===== config.mk =====
export PLATFORM = sky130hd
export DESIGN_NAME = cobs_frame_encoder_top
export DESIGN_NICKNAME = d
export VERILOG_FILES = /design/src/design/cfe_pkg.sv /design/src/design/cfe_cell.sv /design/src/design/cfe_chain.sv /design/src/design/cobs_frame_encoder_top.sv
export SDC_FILE = /design/constraint.sdc
export NUM_CORES = 1
export LEC_CHECK = 0
export ABC_AREA = 1
export BUFFER_PORTS_ARGS = -buffer_cell sky130_fd_sc_hd__buf_2
export CAP_MARGIN = 0
export CORE_ASPECT_RATIO = 0.75
export CORE_MARGIN = 8
export CORE_UTILIZATION = 45
export DETAILED_ROUTE_END_ITERATION = 6
export GPL_TIMING_DRIVEN = 1
export PLACE_DENSITY = 0.57
export RECOVER_POWER = 25
export SLEW_MARGIN = 30
export SYNTH_ARGS = -nofsm -noshare
export SYNTH_HDL_FRONTEND = slang
export SYNTH_HIERARCHICAL = 1
export SYNTH_SLANG_ARGS = --single-unit

===== constraint.sdc =====
create_clock -name clk -period 2.99 [get_ports clk]
set_input_delay 0.1495 -clock clk [delete_from_list [all_inputs] [get_ports clk]]
set_output_delay 0.1495 -clock clk [all_outputs]
set_load 0.03 [all_outputs]

===== src/design/cfe_pkg.sv =====
// ----------------------------------------------------------------------------
// cfe_pkg: shared types for the COBS frame encoder
// Sequencer states and the control word that drives the run buffer chain.
// ----------------------------------------------------------------------------
package cfe_pkg;

    // Sequencer states.
    typedef enum logic [1:0] {
        ST_IDLE,
        ST_CODE,
        ST_DATA
    } cfe_state_t;

    // Control word from the sequencer to the run buffer chain.
    typedef struct packed {
        logic wr;
        logic shift;
    } cfe_chain_ctrl_t;

endpackage


===== src/design/cfe_cell.sv =====
// ----------------------------------------------------------------------------
// cfe_cell: one byte cell of the run buffer chain
// Holds one buffered byte; loads a new byte when addressed, or takes its
// right neighbor's byte when the chain shifts toward the head.
// ----------------------------------------------------------------------------
module cfe_cell
    import cfe_pkg::*;
(
    input  logic       clk,
    input  logic       wr_sel,
    input  logic       shift,
    input  logic [7:0] wr_byte,
    input  logic [7:0] neighbor_byte,
    output logic [7:0] cell_byte
);

    logic [7:0] byte_reg;
    logic [7:0] byte_next;

    // Shift and write never happen in the same cycle.
    always_comb
    begin
        byte_next = byte_reg;
        if (shift)
        begin
            byte_next = neighbor_byte;
        end
        else if (wr_sel)
        begin
            byte_next = wr_byte;
        end
    end

    always_ff @(posedge clk)
    begin
        byte_reg <= byte_next;
    end

    assign cell_byte = byte_reg;

endmodule


===== src/design/cfe_chain.sv =====
// ----------------------------------------------------------------------------
// cfe_chain: run buffer as a row of byte cells
// A byte is written into the cell at the current run length; on a flush
// the row shifts toward the head (read out) one cell per cycle with shift set.
// ----------------------------------------------------------------------------
module cfe_chain
    import cfe_pkg::*;
#(
    parameter int MAX_PACKET = 32,
    parameter int IDX_W      = (MAX_PACKET > 1) ? $clog2(MAX_PACKET) : 1
)
(
    input  logic             clk,
    input  cfe_chain_ctrl_t  ctrl,
    input  logic [IDX_W-1:0] wr_idx,
    input  logic [7:0]       wr_byte,
    output logic [7:0]       head_byte
);

    logic [7:0] cell_bytes [MAX_PACKET];

    genvar gi;
    generate
        for (gi = 0; gi < MAX_PACKET; gi++)
        begin : g_cell
            logic [7:0] neighbor;

            // The last cell takes a filler byte; it is never read unwritten.
            if (gi == MAX_PACKET - 1)
            begin : g_tail
                assign neighbor = 8'h00;
            end
            else
            begin : g_body
                assign neighbor = cell_bytes[gi + 1];
            end

            cfe_cell u_cell (
                .clk           (clk),
                .wr_sel        (ctrl.wr && (wr_idx == IDX_W'(gi))),
                .shift         (ctrl.shift),
                .wr_byte       (wr_byte),
                .neighbor_byte (neighbor),
                .cell_byte     (cell_bytes[gi])
            );
        end
    endgenerate

    assign head_byte = cell_bytes[0];

endmodule


===== src/design/cobs_frame_encoder_top.sv =====
// ----------------------------------------------------------------------------
// cobs_frame_encoder_top: streaming COBS encoder
// Takes raw packet bytes and emits their COBS encoding, one byte per item.
// ----------------------------------------------------------------------------
// Usage:
// The input channel (in_valid/in_ready) carries one raw byte per item, with
// packet_end set on the last byte of a packet. The output channel
// (out_valid/out_ready) carries one encoded byte per item; frame_last marks
// the final byte of the packet and overflowed is set on it when bytes past
// MAX_PACKET were dropped. No leading delimiter is produced.
// A nonzero byte that does not end the packet is absorbed without a flush,
// so such bytes stream at one item per cycle. A zero byte within MAX_PACKET
// or a packet end starts a flush: a code byte, then the buffered bytes at one
// byte per cycle while the receiver takes them, as the run buffer row shifts
// toward its head; the input waits until the flush ends (two flushes for a
// zero last byte). The code state loads the first encoded byte for output.
// A stalled receiver holds the output register and pauses the flush; a
// new input item is taken while the last result still waits.
// Reset clears the sequencer, run length, byte count and overflow flag.
// ----------------------------------------------------------------------------
module cobs_frame_encoder_top
    import cfe_pkg::*;
#(
    parameter int MAX_PACKET = 32
)
(
    input  logic       clk,
    input  logic       rst_n,
    input  logic       in_valid,
    output logic       in_ready,
    input  logic [7:0] data_byte,
    input  logic       packet_end,
    output logic       out_valid,
    input  logic       out_ready,
    output logic [7:0] coded_byte,
    output logic       frame_last,
    output logic       overflowed
);

    localparam int LEN_W = $clog2(MAX_PACKET + 1);
    localparam int IDX_W = (MAX_PACKET > 1) ? $clog2(MAX_PACKET) : 1;

    cfe_state_t       state_reg,    state_next;
    logic [LEN_W-1:0] run_len_reg,  run_len_next;
    logic [LEN_W-1:0] count_reg,    count_next;
    logic [LEN_W-1:0] rem_reg,      rem_next;
    logic             ovf_reg,      ovf_next;
    logic             fl_end_reg,   fl_end_next;
    logic             end_pend_reg, end_pend_next;

    logic             out_valid_reg;
    logic [7:0]       coded_byte_reg;
    logic             frame_last_reg;
    logic             overflowed_reg;

    logic             slot_free;
    logic             emit;
    logic [7:0]       emit_byte;
    logic             emit_last;
    logic             emit_ovf;
    logic             finish;
    cfe_chain_ctrl_t  chain_ctrl;
    logic [7:0]       head_byte;

    // Run buffer row.
    cfe_chain #(
        .MAX_PACKET (MAX_PACKET),
        .IDX_W      (IDX_W)
    ) u_chain (
        .clk       (clk),
        .ctrl      (chain_ctrl),
        .wr_idx    (run_len_reg[IDX_W-1:0]),
        .wr_byte   (data_byte),
        .head_byte (head_byte)
    );

    assign slot_free = !out_valid_reg || out_ready;
    assign in_ready  = (state_reg == ST_IDLE);

    // Sequencer: next state and outputs.
    always_comb
    begin
        state_next    = state_reg;
        run_len_next  = run_len_reg;
        count_next    = count_reg;
        rem_next      = rem_reg;
        ovf_next      = ovf_reg;
        fl_end_next   = fl_end_reg;
        end_pend_next = end_pend_reg;
        emit          = 1'b0;
        emit_byte     = 8'h00;
        emit_last     = 1'b0;
        emit_ovf      = 1'b0;
        finish        = 1'b0;
        chain_ctrl    = '0;

        unique case (state_reg)
            ST_IDLE:
            begin
                if (in_valid)
                begin
                    if (count_reg >= LEN_W'(MAX_PACKET))
                    begin
                        // Packet too long: drop the byte, an end still flushes.
                        ovf_next = 1'b1;
                        if (packet_end)
                        begin
                            fl_end_next   = 1'b1;
                            end_pend_next = 1'b0;
                            state_next    = ST_CODE;
                        end
                    end
                    else
                    begin
                        count_next = count_reg + LEN_W'(1);
                        if (data_byte == 8'h00)
                        begin
                            // A zero closes the run; an end adds a lone code.
                            fl_end_next   = 1'b0;
                            end_pend_next = packet_end;
                            state_next    = ST_CODE;
                        end
                        else
                        begin
                            chain_ctrl.wr = 1'b1;
                            run_len_next  = run_len_reg + LEN_W'(1);
                            if (packet_end)
                            begin
                                fl_end_next   = 1'b1;
                                end_pend_next = 1'b0;
                                state_next    = ST_CODE;
                            end
                        end
                    end
                end
            end
            ST_CODE:
            begin
                if (slot_free)
                begin
                    emit      = 1'b1;
                    emit_byte = 8'(run_len_reg) + 8'd1;
                    if (run_len_reg == '0)
                    begin
                        finish = 1'b1;
                    end
                    else
                    begin
                        rem_next   = run_len_reg;
                        state_next = ST_DATA;
                    end
                end
            end
            ST_DATA:
            begin
                if (slot_free)
                begin
                    emit             = 1'b1;
                    emit_byte        = head_byte;
                    chain_ctrl.shift = 1'b1;
                    rem_next         = rem_reg - LEN_W'(1);
                    if (rem_reg == LEN_W'(1))
                    begin
                        finish = 1'b1;
                    end
                end
            end
            default:
            begin
                state_next = ST_IDLE;
            end
        endcase

        // End of a flush: mark the frame end or start the trailing flush.
        if (finish)
        begin
            emit_last    = fl_end_reg;
            emit_ovf     = fl_end_reg && ovf_reg;
            run_len_next = '0;
            if (fl_end_reg)
            begin
                count_next = '0;
                ovf_next   = 1'b0;
                state_next = ST_IDLE;
            end
            else if (end_pend_reg)
            begin
                fl_end_next   = 1'b1;
                end_pend_next = 1'b0;
                state_next    = ST_CODE;
            end
            else
            begin
                state_next = ST_IDLE;
            end
        end
    end

    // Sequencer registers.
    always_ff @(posedge clk or negedge rst_n)
    begin
        if (!rst_n)
        begin
            state_reg    <= ST_IDLE;
            run_len_reg  <= '0;
            count_reg    <= '0;
            rem_reg      <= '0;
            ovf_reg      <= 1'b0;
            fl_end_reg   <= 1'b0;
            end_pend_reg <= 1'b0;
        end
        else
        begin
            state_reg    <= state_next;
            run_len_reg  <= run_len_next;
            count_reg    <= count_next;
            rem_reg      <= rem_next;
            ovf_reg      <= ovf_next;
            fl_end_reg   <= fl_end_next;
            end_pend_reg <= end_pend_next;
        end
    end

    // Output register valid flag.
    always_ff @(posedge clk or negedge rst_n)
    begin
        if (!rst_n)
        begin
            out_valid_reg <= 1'b0;
        end
        else if (emit)
        begin
            out_valid_reg <= 1'b1;
        end
        else if (out_ready)
        begin
            out_valid_reg <= 1'b0;
        end
    end

    // Output register payload.
    always_ff @(posedge clk)
    begin
        if (emit)
        begin
            coded_byte_reg <= emit_byte;
            frame_last_reg <= emit_last;
            overflowed_reg <= emit_ovf;
        end
    end

    assign out_valid  = out_valid_reg;
    assign coded_byte = coded_byte_reg;
    assign frame_last = frame_last_reg;
    assign overflowed = overflowed_reg;

endmodule


Word level (Yosys, flattened, before mapping)

Cells that the tools add are included.

Input port bits: 13
Logic and storage cells: 293
Bits in registers: 290
Output and inout port bits: 12

$add $sub $neg: 4
Reductions and logical operators: 78
Equal/unequal tests: 43
Multiplexer cells: 124
$lt $le $gt $ge: 1

Operators by type and width:

| cell                  | count |
|---|---|
| $mux W8               | 63 |
| $eq A5 B5 Y1 const B  | 16 |
| $mux W6               | 13 |
| $reduce_bool A2 Y1    | 35 |
| $eq A5 B4 Y1 const B  | 8 |
| $mux W1               | 36 |
| $logic_and A1 B1 Y1   | 33 |
| $eq A5 B3 Y1 const B  | 4 |
| $pmux W8 S2           | 1 |
| $mux W2               | 7 |
| $add A6 B1 Y6 const B | 2 |
| $ne A2 B2 Y1 const B  | 6 |
| $pmux W6 S2           | 1 |
| $reduce_and A4 Y1     | 3 |
| $eq A5 B2 Y1 const B  | 2 |
| $logic_not A8 Y1      | 1 |
| $add A6 B1 Y7 const B | 1 |
| $mux W7               | 1 |
| $eq A6 B1 Y1 const B  | 1 |
| $ge A6 B6 Y1 const B  | 1 |
| $logic_not A6 Y1      | 1 |
| $ne A3 B3 Y1 const B  | 2 |
| $pmux W2 S3           | 1 |
| $sub A6 B1 Y6 const B | 1 |
| 10 further kinds      | 10 |

Logic depth before layout (Yosys ltp)

Gate-level depths: netlist (run 1).

Depth in word-level cells: 8
Depth in mapped cells: 11
Depth with buffers taken out: 10

By module

The synthesis (run 1) kept the hierarchy.

Modules (own cells, without submodules):

| module                 | cells an instance | instances | sequential area each (um^2) | area each (um^2) |
|---|---|---|---|---|
| cfe_cell               | 35                | 32        | 240.2                       | 351.6 |
| cobs_frame_encoder_top | 236               | 1         | 900.9                       | 2,097.0 |
| cfe_chain              | 68                | 1         | 0.0                         | 270.3 |

Worst setup path before layout (run 1)

Ideal clock, no wire load.

Path type: register to register
Start: reg state_reg[0]
End: reg u_chain.g_cell[10].u_cell.byte_reg[0] (enable)
Setup time: 0.330 ns
Required time: 2.660 ns
Stages on the path, launching flop included: 8
Period minus slack after synthesis: 2.643 ns
Arrival: 2.314 ns
Buffers on the path: 2
Path slack: 0.347 ns
Cell sequence: dfrtp_1 inv_1 ha_1 buf_6 nand2_1 inv_1 buf_6 or2_1

RTL lines:

| what                   | line                          | RTL |
|---|---|---|
| from (decl)            | cobs_frame_encoder_top.sv:43  | `cfe_state_t state_reg, state_next;` |
| from (signal assigned) | cobs_frame_encoder_top.sv:214 | `state_reg <= state_next;` |
| to (signal assigned)   | cfe_cell.sv:36                | `byte_reg <= byte_next;` |
| to (decl)              | cfe_cell.sv:17                | `logic [7:0] byte_reg;` |

==> results of run 1 <==
-- worst max-delay path: cells and delay by family (launching register included) --
| family | cells | cell delay, ns |
|---|---|---|
| buffers and inverters | 4 | 1.28 |
| flip-flops | 1 | 0.43 |
| AND/OR/NAND/NOR | 3 | 0.38 |
| adder cells (fa/ha/maj) | 1 | 0.17 |
-- cell families after synthesis --
logic type,count (synthesis),share of synthesized area [%]
simple gates,965,28.6
flops,290,63.1
buf+inv,109,4.98
compound gates,39,1.75
xor+xnor,10,0.643
fa+ha+maj,10,0.919
other cells,1,0.0275
-- how the worst max path moves through the flow --
stage,end,depth (start not counted)
after floorplan,u_chain/g_cell[10].u_cell/cell_byte[0]$_DFFE_PP_,7
after global placement,u_chain/g_cell[8].u_cell/cell_byte[7]$_DFFE_PP_,9
after detailed placement,u_chain/g_cell[1].u_cell/cell_byte[1]$_DFFE_PP_,9
after CTS,u_chain/g_cell[19].u_cell/cell_byte[3]$_DFFE_PP_,10
after global routing,u_chain/g_cell[9].u_cell/cell_byte[6]$_DFFE_PP_,8
final,u_chain/g_cell[9].u_cell/cell_byte[6]$_DFFE_PP_,8
-- report_power, final --
group	internal [uW]	total, uW	switching [uW]
logic	951	3600	2650
registers	5880	6290	411
clock network	1860	3350	1490
total	8690	13200	4550
-- cell type report --
class | count | area (um^2) | area share (%)
inverter | 73 | 287 | 1.92
multi-input combinational | 1032 | 4310 | 28.9
tap | 399 | 499 | 3.35
clock buffer | 34 | 744 | 5.00
sequential | 290 | 8590 | 57.7
clock inverter | 19 | 123 | 0.824
timing repair buffer | 49 | 339 | 2.28
-- cell usage after synthesis, drive strengths merged --
cell type	n
conb	1
o21a	1
ha	10
nand2	846
nor3	1
o211ai	1
or2	33
edfxtp	266
o21ai	17
buf	36
dfrtp	24
inv	73
a211oi	3
xnor2	1
nor4	1
nand3	10
xor2	9
nor2	70
nand4	4
a21oi	16
a31oi	1
-- metrics by stage --
| step | worst slack [ns] | power [uW] |
|---|---|---|
| floorplan | 0.347 | 9140 |
| global placement | 0.466 | 10000 |
| detailed placement | 0.503 | 10100 |
| CTS | 0.517 | 13500 |
| global route | 0.225 | 14100 |
| finish | 0.460 | 13200 |
-- metal layers --
metal,part of all wire (%),global-route usage [%],wire [um],vias to the layer above
met2,43,24.7,12900,223
met3,5.3,2.95,1600,36
met5,0,0,0,-
met4,1.5,3.40,451,0
met1,50,25.0,15200,4253
li1,-,-,-,4644
-- cell usage in the layout, fill, tap and decap left out, types with 3 or more instances in the layout --
cell and count:
sky130_fd_sc_hd__clkbuf_1 20, sky130_fd_sc_hd__nand2_2 4, sky130_fd_sc_hd__buf_2 11, sky130_fd_sc_hd__inv_1 48
sky130_fd_sc_hd__inv_2 21, sky130_fd_sc_hd__or2_1 33, sky130_fd_sc_hd__nor2_2 6, sky130_fd_sc_hd__nand2_1 841
sky130_fd_sc_hd__clkinv_1 10, sky130_fd_sc_hd__dfrtp_1 24, sky130_fd_sc_hd__a21oi_1 14, sky130_fd_sc_hd__clkbuf_16 29
sky130_fd_sc_hd__o21ai_0 14, sky130_fd_sc_hd__clkinv_2 4, sky130_fd_sc_hd__nor2_1 59, sky130_fd_sc_hd__xor2_1 9
sky130_fd_sc_hd__nand3_2 3, sky130_fd_sc_hd__buf_12 4, sky130_fd_sc_hd__nor2_8 3, sky130_fd_sc_hd__edfxtp_1 266
sky130_fd_sc_hd__buf_4 15, sky130_fd_sc_hd__a211oi_1 3, sky130_fd_sc_hd__o21ai_1 3, sky130_fd_sc_hd__dlygate4sd3_1 3
sky130_fd_sc_hd__nand4_1 4, sky130_fd_sc_hd__nand3_1 7, sky130_fd_sc_hd__ha_1 10, sky130_fd_sc_hd__conb_1 8
==> results by stage, run 1 <==
STA:
- The setup total negative slack is 0 ns.
- The number of hold violations in the final report is 0.
- The clock period could shrink to 2.53 ns.
- For the final database, setup skew stands at 0.0134 ns.
- The number of max-slew violations in the final report came to 0.
- The worst hold slack is 0.0477 ns.
- Setup repair after global routing left no endpoint under its margin.
- At the pin with the least slew margin, the transition time is 1.42 ns.
- The setup violation total in the final timing report is 0.
- Of the available clock period, the critical path in the final layout requires roughly 85%.
- The worst slew margin relative to its limit is 5.57%.
- Based on the critical path, the design can be clocked at up to 395 MHz.

Synthesis:
- The most area-hungry cell type in the Yosys netlist is sky130_fd_sc_hd__edfxtp_1.
- The number of different library cells used by synthesis comes to 35.
- The number of warnings issued by yosys is 6.
- Ranked by total cell area, the synthesized netlist is headed by sky130_fd_sc_hd__edfxtp_1 59%, sky130_fd_sc_hd__nand2_1 23%, sky130_fd_sc_hd__dfrtp_1 4.4%.
- The number of instances in the synthesized netlist is 1,424.
- The area of the mapped netlist is 13,600 um^2.
- The share of the synthesized area in the top cell type is 58.7%.
- The per-instance average area after synthesis is 9.56 um^2.
- Synthesis inferred 290 register bits.
- Of the synthesized area, sequential elements account for 63.1%.

Global route:
- The largest net degree at the start of global routing is 81.
- The via count of the first global-routing pass is 8,639.
- The sum of overflow across all layers after global routing is 0.
- The initial antenna violation count is 0.
- The first global-routing pass estimated 47.7 mm of wire.
- The total track usage is 16.6%.

Layout:
- The finished cells cover 14,900 um^2.
- The net count of the finished layout is 1,498.
- The area added between synthesis and finish is 9.32%.
- The flip-flop count of the largest register after layout is 256.
- Once layout is complete, the utilization of the core stands at between 40% and 50%.
- The number of standard cells in the layout, taps in and fillers out is 1,896.
- The fraction of layout instances using a drive strength above 1 is around 7.7%.
- After filler insertion, the fill cell instance count of the layout stands at 2,847.
- The repair_antennas step left the layout with diodes totalling 0.

Drt:
- The number of detailed-routing iterations run before antenna repair is 6.
- For this block, the initial DRC count from the detailed router was 729.
- The total DRC errors in the routed layout is 0.
- The average detailed-routed wire length per instance is 15.9 um.
- For this block, the routed nets add up to 30.2 mm of wire.
- The detailed router placed 9,156 vias in this run.
- The residual antenna-violating net count after detailed routing is 0.
- In the routed layout, each cell is associated on average with a via count of 4.83.

Critical path:
- The worst setup slack for register-to-register paths is around 0.46 ns.
- The endpoint kind of the worst setup timing path is a register.
- Traced cell by cell, the critical path runs through inv_1 -> ha_1 -> nand2_1 -> inv_8 -> clkbuf_2 -> inv_1 -> nand2_1 -> nand2_1.
- In this run the critical register-to-register path is launched from state_reg[0]$_DFFE_PN0P_.
- The worst-path cell with the longest stage delay is sky130_fd_sc_hd__clkbuf_2.
- The cell repeated most along the worst path is sky130_fd_sc_hd__nand2_1.
- STA classifies the critical path startpoint as a register.
- The depth of the worst register-to-register path is 8.
- The stage delay of the slowest cell on the critical path is 0.54 ns.
- The largest fanout on the critical path is 80.
- For the worst setup path, the data arrival time is 2.81 ns.
- The endpoint of the worst-slack reg-to-reg timing path is u_chain/g_cell[9].u_cell/cell_byte[6]$_DFFE_PP_.
- The most critical setup path has its startpoint at state_reg[0]$_DFFE_PN0P_.
- For the worst setup path, the data required time is 3.27 ns.
- The category of the most critical setup path is register to register.

Place:
- After detailed placement, the total cell area comes to between 10,000 and 15,000 um^2.
- Including well taps, the total number of placed cells is 1,840.
- The HPWL after detailed placement is 18.9 mm.
- At the end of routability-driven placement, the weighted congestion stood at 0.804.
- The port buffer count is 24.

Floorplan:
- The number of rows in the core area is 55.
- The initial core utilization is 45.4%.
- The die outline area is 36,100 um^2.
- The height of the die is 167 um.
- During I/O placement, the number of pins put on the boundary was 25.
- Measured along the x axis, the die boundary spans 217 um.
- The core region is 30,000 um^2.

Clock tree:
- After clock tree synthesis, the clock-pin slew on the worst setup and hold paths is 0.06 ns.
- Clock tree synthesis selected as its root buffer the cell sky130_fd_sc_hd__clkbuf_16.
- CTS built an H-tree with a depth of 1.
- After clock tree synthesis, the setup repair step added 0 buffers.
- The sink count of the clock tree is 290.
- The total clock buffers created by CTS is 29.
- The clock latency of the later-clocked register in the worst-skew pair is 0.56 ns.
- The post-cts sizing count is 0.
- After clock tree synthesis, the flow added hold-fix buffers numbering 3.
- The number of buffers between clock root and the deepest sink is 3.
- The clock tree from TritonCTS is yes.

Power and ir drop:
- The peak supply drop is 0.000487 V.
- Summed over all cells, the static leakage comes to 0.00640 uW.
- The total power per unit cell area is 889 nW/um^2.

Worst hold path:
- The path category of the worst min-delay check is input port to register.
- The worst hold path begins at in_valid.
- For hold timing, the worst endpoint is count_reg[0]$_DFF_PN0_.
- The worst hold path was traced through 5 stages.

Flow run:
- Max-cap violations in this run came to 0.

Run status:
- The run finished with clean final reports.
Note: power is estimated with default switching activity, not from simulation.
==> inputs of run 2 (changes only) <==
clock period = 2.6 ns   (was 2.99 ns; I/O delays follow)
==> run 2 against run 1 <==
Effect of this change:
- clock skew is 0.0035 ns lower
- die area is the same
- critical path depth is 2 higher
- hold slack got worse by 0.019 ns
- first-iteration DRC count is 12% higher
- sequential share of layout area shrank 0.85 points
- final cell count up 0.26%
- combinational power up 17%
- wire length rose by 0.22%
==> results by stage, run 2 (synthesized netlist as in run 1, its figures left out) <==
Run status:
- The run finished with clean final reports.

Layout:
- The count of nets after finishing is 1,501 (+0.20%).
- The flip-flop count of the largest register after layout is 256 (unchanged).
- In the layout the commonest cells are 840 x sky130_fd_sc_hd__nand2_1, 266 x sky130_fd_sc_hd__edfxtp_1, 60 x sky130_fd_sc_hd__nor2_1, 43 x sky130_fd_sc_hd__inv_1, 33 x sky130_fd_sc_hd__or2_1.
- Leaving out fill and tap cells, the most frequent cell in the layout is sky130_fd_sc_hd__nand2_1.
- The count of inserted antenna diode cells is 0 (unchanged).
- The area added between synthesis and finish is 11.0%.
- The fraction of layout instances using a drive strength above 1 is 8.72% (+0.97 points).

STA:
- The final critical-path required period is 2.38 ns (-0.148 ns).
- The worst hold slack is 0.0289 ns (-0.0188 ns).
- The number of max-slew violations in the final report is 0 (unchanged).
- The achievable clock frequency came to 420 MHz (+6.2%).
- The post-route clock period utilization is 91.6% (+7.0 points).
- The setup total negative slack came to 0 ns (unchanged).
- The setup violation total in the final timing report is 0 (unchanged).
- The worst slew margin relative to its limit is 2.57% (-3.0 points).
- Setup repair after global routing left no endpoint under its margin.
- The number of hold violations in the final report is 0 (unchanged).
- The measured slew at the worst slew-check pin came to 1.46 ns (+0.0451 ns).
- The final setup skew came to 0.00989 ns (-0.00351 ns).

Power and ir drop:
- The sequential group share of total power came to 44.8% (-2.7 points).
- The leakage power came to 0.00650 uW (+1.6%).
- The total power per unit cell area is 1070 nW/um^2 (+20%).
- The peak supply drop is 0.000573 V (+18%).
- The total internal power is 10,800 uW (+24%).
- The switching share of power is 33.3% (-1.1 points).
- The portion of total power attributed to the clock network is 29.2% (+3.9 points).
- The switching power is 5370 uW (+18%).
- The share of power burned in combinational logic is 26.0% (-1.2 points).

Global route:
- The total track usage came to 16.8% (+0.22 points).
- The sum of overflow across all layers after global routing is 0 (unchanged).
- The initial antenna violation count came to 1 (+1).
- The largest net degree at the start of global routing is 89 (+9.9%).
- The first-pass GRT wire length is 48.6 mm (+2.0%).
- The via count of the first global-routing pass is 8,677 (+0.44%).

Clock tree:
- The post-cts sizing count is 0 (unchanged).
- The clock latency of the later-clocked register in the worst-skew pair is 0.57 ns (about the same).
- TritonCTS built the clock tree.
- The maximum level of the CTS H-tree was 1 (unchanged).
- The number of buffers between clock root and the deepest sink is 3 (unchanged).
- The clock edge transition at the registers on the reported setup and hold paths came to 0.07 ns (about the same).
- CTS placed an instance of sky130_fd_sc_hd__clkbuf_16 at the clock tree root.
- The sink count of the clock tree came to 290 (unchanged).
- The post-CTS setup repair buffer count is 0 (unchanged).
- The total clock buffers created by CTS is 30 (+3.4%).
- The number of buffers added to fix hold violations after cts is 3 (unchanged).

Critical path:
- The worst setup slack for register-to-register paths is 0.22 ns (-0.24 ns).
- The endpoint of the worst-slack reg-to-reg timing path is u_chain/g_cell[20].u_cell/cell_byte[3]$_DFFE_PP_.
- The largest fanout on the critical path is 16 (-80%).
- The depth of the worst register-to-register path is 10 (+2).
- The category of the most critical setup path is register to register.
- The end point of the critical path is u_chain/g_cell[20].u_cell/cell_byte[3]$_DFFE_PP_.
- The endpoint kind of the worst setup timing path is a register.
- The most critical setup path has its startpoint at state_reg[0]$_DFFE_PN0P_.
- The arrival time of data at the critical path endpoint came to 2.62 ns (-0.19 ns).
- The data required time of the critical path was 2.84 ns (-0.43 ns).
- The type of element launching the critical path is a register.
- The startpoint of the most critical register-to-register path is state_reg[0]$_DFFE_PN0P_.

Drt:
- The total wirelength of the detailed-routed design is 30.2 mm (+0.22%).
- The total number of vias is 9,167 (+0.12%).
- The total DRC errors in the routed layout is 0 (unchanged).
- The number of detailed-routing iterations run before antenna repair is 5 (-1).
- The residual antenna-violating net count after detailed routing came to 0 (unchanged).
- The average vias per placed instance came to 4.82 (-0.14%).
- The initial DRC count came to 815 (+12%).
- The average detailed-routed wire length per instance is 15.9 um (about the same).

Floorplan:
- The initial core utilization is 45.4% (unchanged).
- The die outline area came to 36,100 um^2 (unchanged).
- The placeable core region was 30,000 um^2 (unchanged).
- The number of rows in the core area is 55 (unchanged).
- The count of pins on the block boundary is 25 (unchanged).
- The overall die width is 217 um (unchanged).
- The height of the die was 167 um (unchanged).

Worst hold path:
- The path category of the worst min-delay check is input port to register.

Flow run:
- The max-cap violation count came to 0 (unchanged).

Place:
- The HPWL after detailed placement is 19.4 mm (+2.4%).
- The port buffer count was 24 (unchanged).
- The weighted congestion reported at the end of routability-driven placement is 0.830 (+3.2%).
==> run 2: cell type report <==
| type | instances | area [um^2] |
|---|---|---|
| sequential | 290 | 8590 |
| multi-input combinational | 1032 | 4320 |
| tap | 399 | 499 |
| timing repair buffer | 51 | 332 |
| inverter | 73 | 283 |
| fill | 2765 | 14900 |
| clock buffer | 37 | 818 |
| clock inverter | 19 | 273 |
==> run 2: power groups by stage <==
stage,Clock (uW),Sequential [uW],Combinational (uW)
2_1_floorplan,0,7320,3190
3_3_place_gp,0,7310,4230
3_5_place_dp,0,7310,4290
4_1_cts,4800,7230,4320
5_1_grt,4970,7340,4770
6_report,4710,7230,4200
==> run 2: worst max-delay path: stages, from the launching register on <==
cell and delay, ns:
sky130_fd_sc_hd__dfrtp_1 0.43, sky130_fd_sc_hd__inv_1 0.10, sky130_fd_sc_hd__ha_1 0.21, sky130_fd_sc_hd__nand2_2 0.12, sky130_fd_sc_hd__nor2_8 0.16, sky130_fd_sc_hd__inv_4 0.07
sky130_fd_sc_hd__nor2_8 0.18, sky130_fd_sc_hd__nand2_1 0.08, sky130_fd_sc_hd__buf_4 0.22, sky130_fd_sc_hd__nor2_1 0.14, sky130_fd_sc_hd__or2_1 0.33
==> run 2: worst min path at each step <==
stage,end,startpoint,depth (start not counted)
2_1_floorplan,count_reg[0]$_DFF_PN0_,rst_n,0
3_3_place_gp,end_pend_reg$_DFF_PN0_,rst_n,1
3_5_place_dp,count_reg[5]$_DFF_PN0_,rst_n,1
4_1_cts,count_reg[0]$_DFF_PN0_,in_valid,5
5_1_grt,count_reg[0]$_DFF_PN0_,in_valid,5
6_report,count_reg[1]$_DFF_PN0_,in_valid,5
==> run 2: through the flow <==
step	worst slack [ns]	std cells	utilization (%)	instance area [um^2]	total power, uW
after floorplan	0.124	1431	-	13600	10500
after global placement	0.297	1842	46.9	14100	11500
after detailed placement	0.202	1842	46.9	14100	11600
after CTS	0.192	1901	50.7	15200	16400
after global routing	0.0435	1901	50.4	15100	17100
final	0.218	1901	50.4	15100	16100
==> run 2: routing by layer <==
layer,wire (um),global-route usage [%],up-vias
met5,0,0,-
met4,706,4.58,0
met3,2150,3.69,53
met2,11900,22.9,226
met1,15500,26.3,4238
li1,-,-,4650
==> inputs of run 3 (changes only) <==
CAP_MARGIN = default   (was 0)
CORE_UTILIZATION = 50   (was 45)
PLACE_DENSITY = 0.63   (was 0.57)
RECOVER_POWER = default   (was 25)
==> run 3 against run 2 <==
Effect of this change:
- wire length fell by 4.9%
- critical path depth did not move
- critical path type unchanged
- worst setup slack improved by 0.047 ns
- fmax rose by 2.0%
- largest cell class unchanged
- global-route usage rose by 0.86 points
==> results by stage, run 3 (synthesized netlist as in run 1, its figures left out) <==
Clock tree:
- The sink count of the clock tree came to 290 (unchanged).
- The clock tree from TritonCTS is yes.
- The clock edge transition at the registers on the reported setup and hold paths is 0.07 ns (about the same).
- The total clock buffers created by CTS was 29 (-3.3%).
- The clock root buffer master is sky130_fd_sc_hd__clkbuf_16.
- The maximum level of the CTS H-tree is 1 (unchanged).
- The number of buffers between clock root and the deepest sink is 3 (unchanged).
- The clock latency of the later-clocked register in the worst-skew pair came to 0.55 ns (-0.02 ns).
- The post-CTS setup repair buffer count is 0 (unchanged).

Global route:
- The met2 demand-to-capacity share in global routing is 26.1% (+3.2 points).
- The via count of the first global-routing pass is 8,609 (-0.78%).
- The total track usage is 17.7% (+0.86 points).
- The largest net degree at the start of global routing was 82 (-7.9%).
- The initial antenna violation count is 0 (-1).
- The met3 routing resource usage after global routing is 2.52% (-1.2 points).
- In this run the most used layer during global routing was met1.
- The first-pass GRT wire length is 46.3 mm (-4.8%).
- The met1 global-route usage is 27.1% (+0.72 points).
- The sum of overflow across all layers after global routing was 0 (unchanged).

Floorplan:
- The initial core utilization is 50.7% (+5.3 points).
- The count of pins on the block boundary is 25 (unchanged).
- The height of the die is 159 um (-4.6%).
- The number of rows in the core area is 52 (-5.5%).
- The die outline area is 32,800 um^2 (-9.2%).
- The placeable core region is 26,900 um^2 (-10%).
- The overall die width is 207 um (-4.8%).

Place:
- The port buffer count was 24 (unchanged).
- The weighted congestion reported at the end of routability-driven placement is 0.833 (+0.36%).
- The HPWL after detailed placement came to 18.1 mm (-6.7%).

STA:
- The number of max-slew violations in the final report is 0 (unchanged).
- The final critical-path required period is 2.33 ns (-0.0475 ns).
- The worst slew margin relative to its limit is 60.9% (+58 points).
- Setup repair after global routing left no endpoint under its margin.
- The post-route clock period utilization is 89.8% (-1.8 points).
- The setup total negative slack is 0 ns (unchanged).
- The setup violation total in the final timing report is 0 (unchanged).
- The final setup skew is 0.0227 ns (+0.0128 ns).
- The number of hold violations in the final report came to 0 (unchanged).
- The achievable clock frequency came to 428 MHz (+2.0%).
- The worst hold slack was 0.0573 ns (+0.0284 ns).
- The measured slew at the worst slew-check pin is 0.586 ns (-0.876 ns).

Drt:
- The average vias per placed instance was 4.90 (+1.7%).
- The total number of vias is 9,070 (-1.1%).
- The initial DRC count is 726 (-11%).
- The number of detailed-routing iterations run before antenna repair is 5 (unchanged).
- The average detailed-routed wire length per instance is 15.6 um (-2.2%).
- The residual antenna-violating net count after detailed routing is 0 (unchanged).
- The total wirelength of the detailed-routed design was 28.8 mm (-4.9%).
- The total DRC errors in the routed layout is 0 (unchanged).

Critical path:
- The slowest stage of the critical path belongs to the cell sky130_fd_sc_hd__dfrtp_1.
- The count of buffering cells on the critical path with inverters included came to 3 (unchanged).
- The setup path with the least slack is of type register to register.
- The largest fanout on the critical path came to 16 (unchanged).
- The cell that appears most often on the critical path is sky130_fd_sc_hd__nor2_8.
- The endpoint kind of the worst setup timing path is a register.
- The type of element launching the critical path is a register.
- Traced cell by cell, the critical path runs through inv_1 -> ha_1 -> nand2_2 -> nor2_8 -> inv_4 -> nor2_8 -> nand2_1 -> buf_4 -> nor2_1 -> or2_1.
- The stage delay of the slowest cell on the critical path is 0.42 ns (about the same).
- The arrival time of data at the critical path endpoint came to 2.55 ns (-0.07 ns).
- In this design, the largest share of critical-path delay is due to simple AND/OR/NAND/NOR gates.
- The data required time of the critical path came to 2.82 ns (-0.02 ns).

Layout:
- The library cell used most frequently in the layout, excluding fill and tap cells, is sky130_fd_sc_hd__nand2_1.
- The fraction of layout instances using a drive strength above 1 is 11.3% (+2.6 points).
- The flip-flop count of the largest register after layout is 256 (unchanged).
- The count of nets after finishing is 1,499 (-0.13%).
- The final cell utilization of the core is 56.0% (+5.7 points).
- The count of inserted antenna diode cells was 0 (unchanged).
- In the layout the commonest cells are 836 x sky130_fd_sc_hd__nand2_1, 266 x sky130_fd_sc_hd__edfxtp_1, 58 x sky130_fd_sc_hd__nor2_1, 35 x sky130_fd_sc_hd__inv_2, 34 x sky130_fd_sc_hd__inv_1.
- Compared with the post-synthesis result, the final layout area differs by 10.5%.

Power and ir drop:
- The peak supply drop is 0.000531 V (-7.3%).
- The leakage power is 0.00654 uW (+0.48%).
- The total power per unit cell area is 1050 nW/um^2 (-2.1%).

Run status:
- The flow ran to the end, and the final reports show no timing, DRC or antenna violations.

Worst hold path:
- The tightest min-delay check is of the input port to register type.

Flow run:
- The max-cap violation count is 0 (unchanged).
-- run 3: cell count changes in the layout (fill, tap and decap cells not counted), sizes merged --
cell      before  now
buf           33   47
clkinvlp       6    4
bufinv         7    5
inv           70   73
clkinv         9   15
clkbuf        52   30
-- run 3: worst register-to-register path, cell delays in order (launching register included) --
cell and delay (ns):
sky130_fd_sc_hd__dfrtp_1 0.42, sky130_fd_sc_hd__inv_1 0.10, sky130_fd_sc_hd__ha_1 0.20, sky130_fd_sc_hd__nand2_2 0.11, sky130_fd_sc_hd__nor2_8 0.15, sky130_fd_sc_hd__inv_4 0.07, sky130_fd_sc_hd__nor2_8 0.17, sky130_fd_sc_hd__nand2_1 0.07
sky130_fd_sc_hd__buf_4 0.23, sky130_fd_sc_hd__nor2_1 0.17, sky130_fd_sc_hd__or2_1 0.34
-- run 3: worst paths after layout --
check                                                                     start                                          endpoint  slack [ns]  cells past startpoint
worst max-delay path                                   state_reg[0]$_DFFE_PN0P_  u_chain/g_cell[29].u_cell/cell_byte[6]$_DFFE_PP_        0.27                     10
worst min-delay path                                                   in_valid                            count_reg[0]$_DFF_PN0_        0.06                      5
worst max register to register                         state_reg[0]$_DFFE_PN0P_  u_chain/g_cell[29].u_cell/cell_byte[6]$_DFFE_PP_        0.27                     10
worst min register to register  u_chain/g_cell[3].u_cell/cell_byte[7]$_DFFE_PP_   u_chain/g_cell[2].u_cell/cell_byte[7]$_DFFE_PP_        0.51                      2
max in group asynchronous                                                 rst_n                            rem_reg[5]$_DFFE_PN0P_        2.07                      2
min in group asynchronous                                                 rst_n                                 ovf_reg$_DFF_PN0_        0.11                      2
-- run 3: repair_timing --
action / in CTS / in global routing
endpoints found under the hold margin: 26 / 0
hold buffers: 3 / 0
gates resized for setup: 0 / 0
-- run 3: area by class of cell --
type / instances / area [um^2]
clock buffers: 30 / 729
clock inverters: 24 / 267
fillers: 2356 / 11800
inverters: 73 / 290
multi-input cells: 1032 / 4380
flip-flops and latches: 290 / 8590
well taps: 351 / 439
repair buffers: 50 / 360
-- run 3: through the flow --
step | power, uW | setup WS, ns | cells | instance area [um^2]
6_report | 15700 | 0.266 | 1850 | 15100
4_1_cts | 15800 | 0.263 | 1850 | 15100
5_1_grt | 16700 | 0.0232 | 1850 | 15100
2_1_floorplan | 10500 | 0.124 | 1431 | 13600
3_3_place_gp | 11400 | 0.355 | 1793 | 14000
3_5_place_dp | 11500 | 0.283 | 1793 | 14000
-- run 3: routing by layer --
| metal | up-vias | share of wire (%) |
|---|---|---|
| met5 | - | 0 |
| met4 | 0 | 2.1 |
| met3 | 44 | 5.4 |
| met2 | 237 | 43 |
| met1 | 4135 | 50 |
| li1 | 4654 | - |
-- run 3: where the power goes --
part / switching (uW) / total, uW / leakage (uW) / internal [uW]
clock: 1760 / 4310 / 0.000487 / 2550
sequential: 464 / 7220 / 0.00273 / 6750
combinational: 3050 / 4210 / 0.00332 / 1160
